## src/hw/rtl/tts_ram.sv

```systemverilog
// ----------------------------------------------------------------------------
// tts_ram: generic single-write, single-read RAM
// One write port and one read port; read data is registered.
// ----------------------------------------------------------------------------
module tts_ram #(
  parameter int WIDTH = 8,
  parameter int DEPTH = 16
) (
  input  logic                             clk,
  input  logic                             we,
  input  logic [(DEPTH>1?$clog2(DEPTH):1)-1:0] waddr,
  input  logic [WIDTH-1:0]                 wdata,
  input  logic                             re,
  input  logic [(DEPTH>1?$clog2(DEPTH):1)-1:0] raddr,
  output logic [WIDTH-1:0]                 rdata
);

  logic [WIDTH-1:0] mem [DEPTH];

  always_ff @(posedge clk) begin
    if (we) begin
      mem[waddr] <= wdata;
    end
    if (re) begin
      rdata <= mem[raddr];
    end
  end

endmodule

```

## config.mk

```make
export PLATFORM = sky130hd
export DESIGN_NAME = tts_ram
export DESIGN_NICKNAME = d
export VERILOG_FILES = /design/src/hw/rtl/tts_ram.sv
export SDC_FILE = /design/constraint.sdc
export NUM_CORES = 1
export LEC_CHECK = 0
export BUFFER_PORTS_ARGS = -buffer_cell sky130_fd_sc_hd__buf_2
export CORE_MARGIN = 2
export CORE_UTILIZATION = 40
export DETAILED_ROUTE_END_ITERATION = 12
export GPL_TIMING_DRIVEN = 0
export PLACE_DENSITY = 0.55
export SYNTH_ARGS = -nofsm -noshare
export SYNTH_HDL_FRONTEND = slang
export SYNTH_SLANG_ARGS = --single-unit
```

## constraint.sdc

```tcl
create_clock -name clk -period 3.7 [get_ports clk]
set_input_delay 0.74 -clock clk [delete_from_list [all_inputs] [get_ports clk]]
set_output_delay 0.74 -clock clk [all_outputs]
set_load 0.01 [all_outputs]
```

== Word-level counts from Yosys, hierarchy flattened ==
Memory sizes are Yosys's and may differ from the RTL's. A register that Yosys moved wholly into a read port is not among the register bits.
Index checks and enable logic that the tools add are counted.

* Register bits after elaboration: 0
* Latch bits: 0
* Bits in writable memories: 128
* Bits in read-only memories: 0
* Input port bits: 19
* Output and inout port bits: 8
* Word-level logic and storage cells: 3
* Memories kept: 1

* Add/sub/neg operators: 0
* Multiply operators: 0
* Div/mod/pow operators: 0
* $lt $le $gt $ge: 0
* Equal/unequal tests: 0
* Shift-type cells: 0
* Multiplexer cells: 2
* Bitwise operators: 0
* Reductions and logical operators: 0

{| class="wikitable"
|+ Memories
! memory !! words !! width !! read ports !! clocked after memory_dff !! write ports !! RTL line !! text
|-
| mem || 16 || 8 || 1 || 1 || 1 || 18 || <nowiki>logic [WIDTH-1:0] mem [DEPTH];</nowiki>
|}

{| class="wikitable"
|+ Operator list
! kind !! count
|-
| 1-bit two-way mux || 2
|}

== Depth between registers and ports, before layout ==
Gate-level depths: netlist of the first run.

* Depth in word-level cells: 2
* Mapped depth: 5
* Mapped depth without buffers: 3

== Worst setup path before layout of the first run ==
OpenSTA, ideal clock, no wires.

* Path type: input -> register
* Start: input port waddr[2] in the netlist's numbering
* End: memory mem[0][0] (enable)
* Library setup time: 383 ps
* Data arrival time: 1850 ps
* Data required time: 3317 ps
* Path slack: 1467 ps
* Stages: 2
* Path buffers: 0
* Cell sequence: or3b_2 -> nor3_1

{| class="wikitable"
|+ RTL lines
! what !! RTL line !! text
|-
| from (decl) || 11 || <nowiki>input logic [(DEPTH>1?$clog2(DEPTH):1)-1:0] waddr,</nowiki>
|-
| to (decl) || 18 ||
|}

Straight into the memory's write port.

== Worst setup path after layout of the first run ==
* Start: input port waddr[2] in the netlist's numbering
* End: memory mem[0][6] (enable)

Straight into the memory's write port.

==> results by group, run 1 <==
STA
  • Final slew viol count: 0
  • Tmin final: 2.359 ns
  • Final setup vio count: 0
  • Unrepaired setup endpoints after global routing: no
  • Max_slew headroom: 0.1530
  • Clock skew: 0.009541 ns
  • Max Clk Rate: 423.8 MHz
  • Worst-Margin Slew: 1.261 ns
  • Final hold violation count: 0
  • Tcrit/Tclk final: 0.6377
  • Post-Route Setup TNS: 0 ns

Clock network
  • Clk_lat worst skew: 0.41 ns
  • Total CTS buffers: 17
  • CTS-repair resized insts: 0
  • Root buffer cell: clkbuf_16
  • Post-CTS setup buffer count: 0
  • Number of buffers on the longest clock path: 2
  • CTS Hold Bufs: 0
  • Reg clk slew, reported paths: 0.06 ns
  • H-tree Lvls: 4
  • CTS tree: yes
  • Clk sink count: 136

Detailed routing
  • DR vias: 2337
  • Drt drc: 0
  • Routed WL: 9711 um
  • 1st-pass router iterations: 4
  • Drt first-iter violations: 127
  • Vias/cell: 5.103
  • ANT nets after route: 0
  • DR WL/cell: 21.20 um

Placed design
  • Cells after DPL: 426
  • Area after DPL: 5568 um^2
  • Routability congestion estimate: 0.6958
  • DP HPWL: 6309 um
  • Port Buf Inserts: 25

Yosys
  • Synth Net Count: 248
  • Synth top cells by count: edfxtp_1 (136), mux4_2 (18), a22oi_1 (16)
  • Seq cells post-synth: 136
  • Yosys warnings: 0
  • Post-synth EDFFs: 136
  • Netlist cell types: 18
  • Synth Instances: 229
  • Mapped Area: 5228 um^2
  • Post-synth top flop: edfxtp_1
  • Post-synth top area share: 0.7812
  • FFs w/ async S/R, synth: 0
  • Largest cells by area after synthesis: edfxtp_1 (78%), mux4_2 (7.8%), mux4_1 (7.0%)
  • Most common cell in the netlist: edfxtp_1
  • Post-Syn Area per Cell: 22.83 um^2
  • Leading area contributor after synthesis: edfxtp_1
  • Sequential area share after synthesis: 0.7812

Cells and area
  • ANT cells: 0
  • Layout cells sized above 1: 0.2937
  • Layout Cells excl Fill: 458
  • Post-route cell area: 6177 um^2
  • P&R area growth vs syn: 18.17%
  • Layout net count: 292

Worst hold path
  • Worst hold stages: 1
  • WHS Endpoint: rdata[6]
  • Hold_sp: re
  • Hold Crit Class: in -> reg

Floorplanning
  • Starting Density: 0.4126
  • Die Height: 118.3 um
  • Die W: 118.3 um
  • Core area: 12670 um^2
  • Cell Rows: 41
  • Full die area: 14000 um^2
  • IO Pins: 27

Worst setup path
  • Crit path DAT: 2.37 ns
  • Cell count of the worst reg-to-reg path: 3
  • Worst setup SP type: primary input
  • Capturing point of the worst reg2reg path: rdata[1]
  • Reg2Reg Launch Point: mem[5][1]
  • CP endpoint kind: register
  • R2r setup slk: 2.15 ns
  • CP Class: in -> reg
  • Worst Path Required: 3.71 ns
  • Crit Path Max Fanout: 8

Power and ir drop
  • Peak VDD IR: 0.0003940 V
  • Pwr dens: 584.9 nW/um^2
  • Static leakage: 2.047 nW

GRT
  • Initial antenna violation count: 0
  • Total grt overflow: 0
  • Largest net degree at the start of global routing: 17
  • Global-route usage over all layers: 0.1497
  • Number of global-route vias before repair: 2443
  • Global-route wire length before repair: 14520 um

Status
  • Status: complete, no violations

Flow run
  • Max-cap viol count: 0
==> layout make-up <==
type,instances,area (um^2)
Fill cell,1034,6494
Sequential cell,136,4084
Multi-Input combinational cell,83,1057
Clock buffer,17,425.4
Tap cell,172,215.2
Clock inverter,15,183.9
Timing Repair Buffer,25,125.1
Buffer,10,86.33
==> through the flow <==
stage	util	power [mW]	hold slack, ns	worst slack, ns
2_1_floorplan	-	1.866	0.7048	1.467
3_3_place_gp	0.4394	1.939	0.7416	0.8392
3_5_place_dp	0.4394	1.943	0.7447	0.8725
4_1_cts	0.4875	3.643	0.6446	1.305
5_1_grt	0.4875	3.722	0.6700	1.194
6_report	0.4875	3.613	0.6567	1.341
==> how the worst max path moves through the flow <==
stage / cells after the start / endpoint / slack, ns / from
final: 3 / mem[0][6] / 1.34 / waddr[2]
after global routing: 3 / mem[0][6] / 1.19 / waddr[2]
after CTS: 3 / mem[0][0] / 1.30 / waddr[2]
after detailed placement: 3 / mem[0][4] / 0.87 / waddr[2]
after global placement: 3 / mem[0][4] / 0.84 / waddr[2]
after floorplan: 2 / mem[0][0] / 1.47 / waddr[2]
==> worst max-delay path, cell delays in order <==
cell and delay, ns:
buf_2 0.11, or3b_2 0.53, nor3_1 0.98
==> per-layer routing <==
| metal | track usage | vias to the layer above | wire [um] |
|---|---|---|---|
| met5 | 0 | - | 0 |
| met4 | 0.05949 | 0 | 141 |
| met3 | 0.04826 | 11 | 556 |
| met2 | 0.2377 | 72 | 4810 |
| met1 | 0.1916 | 1187 | 4202 |
| li1 | - | 1067 | - |
==> kinds of logic after synthesis <==
logic type | Yosys count | synth area share
flip-flops | 136 | 0.7812
AND/OR/NAND/NOR | 35 | 0.03136
multiplexers | 32 | 0.1479
AO/OA/AOI/OAI | 16 | 0.02298
buffers and inverters | 10 | 0.01651
==> layout by cell type, fill, tap and decap left out <==
cell type / synthesis / final
edfxtp_1: 136 / 136
buf_2: 3 / 28
mux4_2: 18 / 18
clkbuf_16: 0 / 17
a22oi_1: 16 / 16
mux4_1: 14 / 14
nor2_1: 13 / 13
nand2_1: 9 / 9
clkinv_2: 0 / 5
nor3_1: 4 / 4
bufinv_16: 0 / 4
buf_6: 3 / 3
clkdlybuf4s25_2: 3 / 3
clkinvlp_4: 0 / 3
nand3b_1: 2 / 2
nand2b_1: 2 / 2
clkinv_1: 0 / 2
nor2b_1: 1 / 1
buf_4: 1 / 1
and2_1: 1 / 1
and2b_1: 1 / 1
nand3_1: 1 / 1
or3b_2: 1 / 1
clkinv_4: 0 / 1
==> state kept, by name, indices dropped and copies added (netlist names) <==
name / flops
rdata: 8
mem: 128
==> power breakdown <==
group          switching, mW  internal [mW]
Combinational         0.0971         0.0669
Sequential           0.00678           1.74
Clock                  0.591           1.11
Total                  0.695           2.92
No activity file was read; power rests on OpenSTA's default activity.
==> inputs of run 2 (changes only) <==
--- a/config.mk
+++ b/config.mk
@@ -5,12 +5,13 @@
 export SDC_FILE = /design/constraint.sdc
 export NUM_CORES = 1
 export LEC_CHECK = 0
+export ABC_AREA = 1
 export BUFFER_PORTS_ARGS = -buffer_cell sky130_fd_sc_hd__buf_2
 export CORE_MARGIN = 2
 export CORE_UTILIZATION = 40
 export DETAILED_ROUTE_END_ITERATION = 12
 export GPL_TIMING_DRIVEN = 0
-export PLACE_DENSITY = 0.55
+export PLACE_DENSITY = 0.57
 export SYNTH_ARGS = -nofsm -noshare
 export SYNTH_HDL_FRONTEND = slang
 export SYNTH_SLANG_ARGS = --single-unit
==> constraint.sdc (replaced) <==
create_clock -name clk -period 2 [get_ports clk]
set_input_delay 0.4 -clock clk [delete_from_list [all_inputs] [get_ports clk]]
set_output_delay 0.4 -clock clk [all_outputs]
set_load 0.01 [all_outputs]
==> results by group, run 2 <==
Yosys
  • Largest cells by area after synthesis: edfxtp_1 (70%), nand2_1 (11%), nand3_1 (8.3%)
  • Mapped Area: 5847 um^2 (+12%)
  • FFs w/ async S/R, synth: 0 (unchanged)
  • Yosys warnings: 0 (unchanged)
  • Post-synth EDFFs: 136 (unchanged)
  • Netlist cell types: 11 (-7)
  • Seq cells post-synth: 136 (unchanged)
  • Post-synth top flop: edfxtp_1
  • Sequential area share after synthesis: 0.6985 (-0.08275)
  • Synth top cells by count: nand2_1 (173), edfxtp_1 (136), inv_1 (100)
  • Synth Instances: 551 (+140%)
  • Post-synth top area share: 0.6985 (-0.08275)
  • Synth Net Count: 570 (+130%)
  • Most common cell in the netlist: nand2_1
  • Leading area contributor after synthesis: edfxtp_1
  • Post-Syn Area per Cell: 10.61 um^2 (-54%)

Status
  • Status: complete, no violations

Cells and area
  • ANT cells: 0 (unchanged)
  • Layout cells sized above 1: 0.1273 (-0.1664)
  • Biggest regs: mem: 128 flops, rdata: 8 flops
  • Top reg by flops: mem
  • P&R area growth vs syn: 15.92%
  • Commonest non-fill, non-tap cell in the layout: nand2_1
  • Most frequent cells in the layout: nand2_1 (173), edfxtp_1 (136), inv_1 (100)
  • Layout net count: 612 (+110%)
  • Max FFs per register: 128 (unchanged)

Floorplanning
  • IO Pins: 27 (unchanged)
  • Die W: 124.9 um (+5.6%)
  • Die Height: 124.9 um (+5.6%)
  • Cell Rows: 44 (+7.3%)
  • Full die area: 15600 um^2 (+11%)
  • Core area: 14420 um^2 (+14%)
  • Starting Density: 0.4054 (-0.007200)

Detailed routing
  • Vias/cell: 4.839 (-5.2%)
  • Routed WL: 14220 um (+46%)
  • DR vias: 3818 (+63%)
  • Drt drc: 0 (unchanged)
  • ANT nets after route: 0 (unchanged)
  • Drt first-iter violations: 369 (+190%)
  • DR WL/cell: 18.03 um (-15%)
  • 1st-pass router iterations: 5 (+1)

Worst hold path
  • Hold Crit Class: in -> reg

Worst setup path
  • Crit path DAT: 1.57 ns (-0.80 ns)
  • CP Class: in -> reg
  • Worst setup SP type: primary input
  • CP endpoint kind: register
  • Worst Path Required: 2.03 ns (-1.68 ns)
  • Crit Path Max Fanout: 8 (unchanged)

STA
  • Max Clk Rate: 647.7 MHz
  • Final setup vio count: 0 (unchanged)
  • Tmin final: 1.544 ns
  • Clock skew: 0.005551 ns (-0.003990 ns)
  • Max_slew headroom: 0.2951 (+0.1421)
  • Final slew viol count: 0 (unchanged)
  • Worst-Margin Slew: 1.054 ns (-0.2073 ns)
  • Final hold violation count: 0 (unchanged)
  • Final worst slack: 0.4562 ns (-0.8845 ns)
  • Tcrit/Tclk final: 0.7719
  • Post-Route Setup TNS: 0 ns (unchanged)
  • Unrepaired setup endpoints after global routing: no

Clock network
  • Number of buffers on the longest clock path: 2 (unchanged)
  • Root buffer cell: clkbuf_16
  • Reg clk slew, reported paths: 0.06 ns (about the same)
  • Post-CTS setup buffer count: 0 (unchanged)
  • CTS Hold Bufs: 0 (unchanged)
  • Total CTS buffers: 17 (unchanged)
  • CTS-repair resized insts: 0 (unchanged)
  • CTS tree: yes
  • Clk_lat worst skew: 0.41 ns (about the same)
  • Clk sink count: 136 (unchanged)
  • H-tree Lvls: 4 (unchanged)

GRT
  • Total grt overflow: 0 (unchanged)
  • Number of global-route vias before repair: 3761 (+54%)
  • Global-route wire length before repair: 21870 um (+51%)
  • Largest net degree at the start of global routing: 17 (unchanged)
  • Initial antenna violation count: 0 (unchanged)
  • Global-route usage over all layers: 0.1898 (+0.04015)

Placed design
  • DP HPWL: 9252 um (+47%)
  • Port Buf Inserts: 23 (-8.0%)
  • DP Worst Slack: 0.008868 ns (-0.8636 ns)
  • Routability congestion estimate: 0.8432 (+21%)

Power and ir drop
  • Pwr dens: 996.6 nW/um^2 (+70%)
  • Static leakage: 2.901 nW (+42%)
  • Peak VDD IR: 0.0005743 V (+46%)

Flow run
  • Max-cap viol count: 0 (unchanged)
## run 2: cell count changes in the layout (fill, tap and decap cells not counted), moves of 4 or more
cell	delta
mux4_1	-14
nor3_1	-4
inv_1	+100
nor2_1	+4
buf_2	+8
nand2_1	+164
mux4_2	-18
nand3_1	+96
a22oi_1	-16
## run 2: layout make-up
| class | count | area (um^2) |
|---|---|---|
| fill | 1332 | 7646 |
| clock inverter | 13 | 156.4 |
| timing repair buffer | 23 | 115.1 |
| clock buffer | 18 | 429.2 |
| multi-input combinational | 289 | 1214 |
| inverter | 102 | 382.9 |
| sequential | 136 | 4084 |
| buffer | 24 | 166.4 |
| tap | 184 | 230.2 |
## run 2: path summary, 6_finish.rpt
path | startpoint | endpoint | slack (ns) | depth (start not counted)
setup / recovery | waddr[3] | mem[5][3] | 0.46 | 3
hold / removal | re | rdata[2] | 0.32 | 1
setup reg to reg | mem[1][1] | rdata[1] | 0.79 | 6
hold reg to reg | mem[12][5] | rdata[5] | 0.75 | 6
## run 2: kinds of logic (layout without fill, tap and decap cells)
kind of cell / Yosys count / in the layout / synth area share
and+or+nand+nor: 289 / 289 / 0.2076
buffers and inverters: 126 / 180 / 0.09394
DFF: 136 / 136 / 0.6985
## run 2: worst max-delay path: stages
cell,delay (ns)
buf_2,0.11
nand3b_1,0.22
nor2_1,0.83
## run 2: power by group
part           switching (mW)  internal (mW)
clock                    1.17           1.94
sequential             0.0145           3.21
combinational           0.298          0.120
## run 2: stage by stage
stage               area, um^2  power (mW)  utilization  cells  hold slack [ns]
floorplan                 5847       3.517            -    551           0.4989
global placement          6192       3.691       0.4293    758           0.7489
detailed placement        6192       3.700       0.4293    758           0.7367
CTS                       6778       6.766       0.4699    789           0.3287
global route              6778       6.925       0.4699    789           0.3417
finish                    6778       6.754       0.4699    789           0.3233
## run 2: routing by layer
metal / vias to the layer above / wire (um) / GRT usage
met5: - / 0 / 0
met4: 0 / 433 / 0.08693
met3: 29 / 756 / 0.03608
met2: 140 / 6486 / 0.2867
met1: 1783 / 6546 / 0.2682
li1: 1866 / - / -
==> inputs of run 3 (changes only) <==
==> constraint.sdc (replaced) <==
create_clock -name clk -period 1.2 [get_ports clk]
set_input_delay 0.24 -clock clk [delete_from_list [all_inputs] [get_ports clk]]
set_output_delay 0.24 -clock clk [all_outputs]
set_load 0.01 [all_outputs]
==> results by group, run 3 (synthesized netlist as in run 2, its figures left out) <==
GRT
  • Total grt overflow: 0 (unchanged)
  • Global-route usage over all layers: 0.1902 (+0.0003702)
  • Number of global-route vias before repair: 3774 (+0.35%)
  • Largest net degree at the start of global routing: 17 (unchanged)
  • Global-route wire length before repair: 21920 um (+0.25%)
  • Initial antenna violation count: 0 (unchanged)

Detailed routing
  • Drt drc: 0 (unchanged)
  • ANT nets after route: 0 (unchanged)
  • Routed WL: 14310 um (+0.60%)
  • 1st-pass router iterations: 5 (unchanged)
  • DR vias: 3808 (-0.26%)
  • Drt first-iter violations: 400 (+8.4%)
  • Vias/cell: 4.826 (-0.26%)
  • DR WL/cell: 18.13 um (+0.60%)

Power and ir drop
  • Switching share of power: 0.2197 (+0.0004395)
  • Psw: 2.478 mW (+67%)
  • Static leakage: 2.919 nW (+0.63%)
  • Pwr dens: 1645 nW/um^2 (+65%)
  • Internal power: 8.799 mW (+67%)
  • Clk pwr share: 0.460 (about the same)
  • Comb pwr share: 0.064 (+0.002)
  • Sequential Power Share: 0.477 (about the same)
  • Peak VDD IR: 0.0009491 V (+65%)

Floorplanning
  • Die W: 124.9 um (unchanged)
  • Die Height: 124.9 um (unchanged)
  • Core area: 14420 um^2 (unchanged)
  • Full die area: 15600 um^2 (unchanged)
  • IO Pins: 27 (unchanged)
  • Starting Density: 0.4054 (unchanged)
  • Cell Rows: 44 (unchanged)

Worst setup path
  • Worst setup SP type: primary input
  • Crit Path Max Fanout: 8 (unchanged)
  • CP endpoint kind: register
  • Crit path DAT: 1.43 ns (-0.14 ns)
  • CP Class: in -> reg
  • Worst Path Required: 1.23 ns (-0.80 ns)

STA
  • Clock skew: 0.004316 ns (-0.001235 ns)
  • Tcrit/Tclk final: 1.162
  • Final setup vio count: 24 (+24)
  • Hold Slack: 0.1670 ns (-0.1564 ns)
  • Final hold violation count: 0 (unchanged)
  • Final worst slack: -0.1942 ns (-0.6504 ns)
  • Worst-Margin Slew: 1.040 ns (-0.01302 ns)
  • Max_slew headroom: 0.3038 (+0.008715)
  • Unrepaired setup endpoints after global routing: yes
  • Final slew viol count: 0 (unchanged)
  • Max Clk Rate: 717.2 MHz
  • Tmin final: 1.394 ns

Cells and area
  • Top reg by flops: mem
  • Layout cells sized above 1: 0.1570 (+0.02975)
  • Layout net count: 612 (unchanged)
  • Most frequent cells in the layout: nand2_1 (173), edfxtp_1 (136), inv_1 (100)
  • ANT cells: 0 (unchanged)
  • Final Core Density: 0.4753 (+0.005379)
  • Commonest non-fill, non-tap cell in the layout: nand2_1
  • P&R area growth vs syn: 17.25%
  • Post-route cell area: 6855 um^2 (+1.1%)
  • Biggest regs: mem: 128 flops, rdata: 8 flops
  • Max FFs per register: 128 (unchanged)

Clock network
  • Reg clk slew, reported paths: 0.06 ns (about the same)
  • Number of buffers on the longest clock path: 2 (unchanged)
  • Clk sink count: 136 (unchanged)
  • Clk_lat worst skew: 0.41 ns (about the same)
  • CTS Hold Bufs: 0 (unchanged)
  • Total CTS buffers: 17 (unchanged)
  • H-tree Lvls: 4 (unchanged)
  • Root buffer cell: clkbuf_16
  • CTS tree: yes
  • Post-CTS setup buffer count: 0 (unchanged)

Placed design
  • DP HPWL: 9252 um (unchanged)
  • Routability congestion estimate: 0.8432 (unchanged)
  • Area after DPL: 6192 um^2 (unchanged)
  • Port Buf Inserts: 23 (unchanged)

Status
  • Failing checks: negative setup slack
  • Status: finished, violations left

Worst hold path
  • Hold Crit Class: in -> reg

Flow run
  • Max-cap viol count: 0 (unchanged)
[run 3: path summary, 6_finish.rpt]
kind / start / endpoint / slack, ns / cells after the start
setup / recovery: waddr[3] / mem[4][3] / -0.19 / 3
hold / removal: re / rdata[3] / 0.17 / 1
setup reg to reg: mem[2][0] / rdata[0] / 0.05 / 6
hold reg to reg: mem[12][5] / rdata[5] / 0.76 / 6
[run 3: through the flow]
step	TNS [ns]	instances	worst slack, ns	power, mW
after global routing	-6.008	789	-0.2630	11.57
after CTS	-3.963	789	-0.1749	11.28
final	-4.017	789	-0.1942	11.28
after detailed placement	-60.81	758	-0.6311	6.167
after floorplan	0	551	0.009155	5.862
after global placement	-57.04	758	-0.5994	6.151
[run 3: power groups by stage]
stage	registers [mW]	clock network, mW	logic, mW
2_1_floorplan	5.49	0	0.375
3_3_place_gp	5.47	0	0.678
3_5_place_dp	5.48	0	0.690
4_1_cts	5.38	5.20	0.698
5_1_grt	5.39	5.39	0.791
6_report	5.38	5.18	0.718
[run 3: what timing repair did]
item / CTS / global route
pin swaps: 0 / 0
resized for setup: 7 / 16
endpoints found under the setup margin: 72 / 54
gates cloned: 0 / 0
[run 3: per-layer routing]
layer  up-vias  GRT usage  routed length, um
li1       1868          -                  -
met3        15    0.03608                925
met4         0    0.08693                324
met5         -          0                  0
met2       135     0.2883               6618
met1      1790     0.2679               6439
[run 3: layout make-up]
cell class / instances / area [um^2]
Sequential cell: 136 / 4084
Multi-Input combinational cell: 289 / 1279
Tap cell: 184 / 230.2
Buffer: 24 / 178.9
Fill cell: 1321 / 7569
Inverter: 102 / 382.9
Clock buffer: 18 / 429.2
Timing Repair Buffer: 23 / 115.1
Clock inverter: 13 / 156.4
[run 3: worst max-delay path: stages]
cell	delay, ns
buf_2	0.11
nand3b_1	0.24
nor2_1	0.83
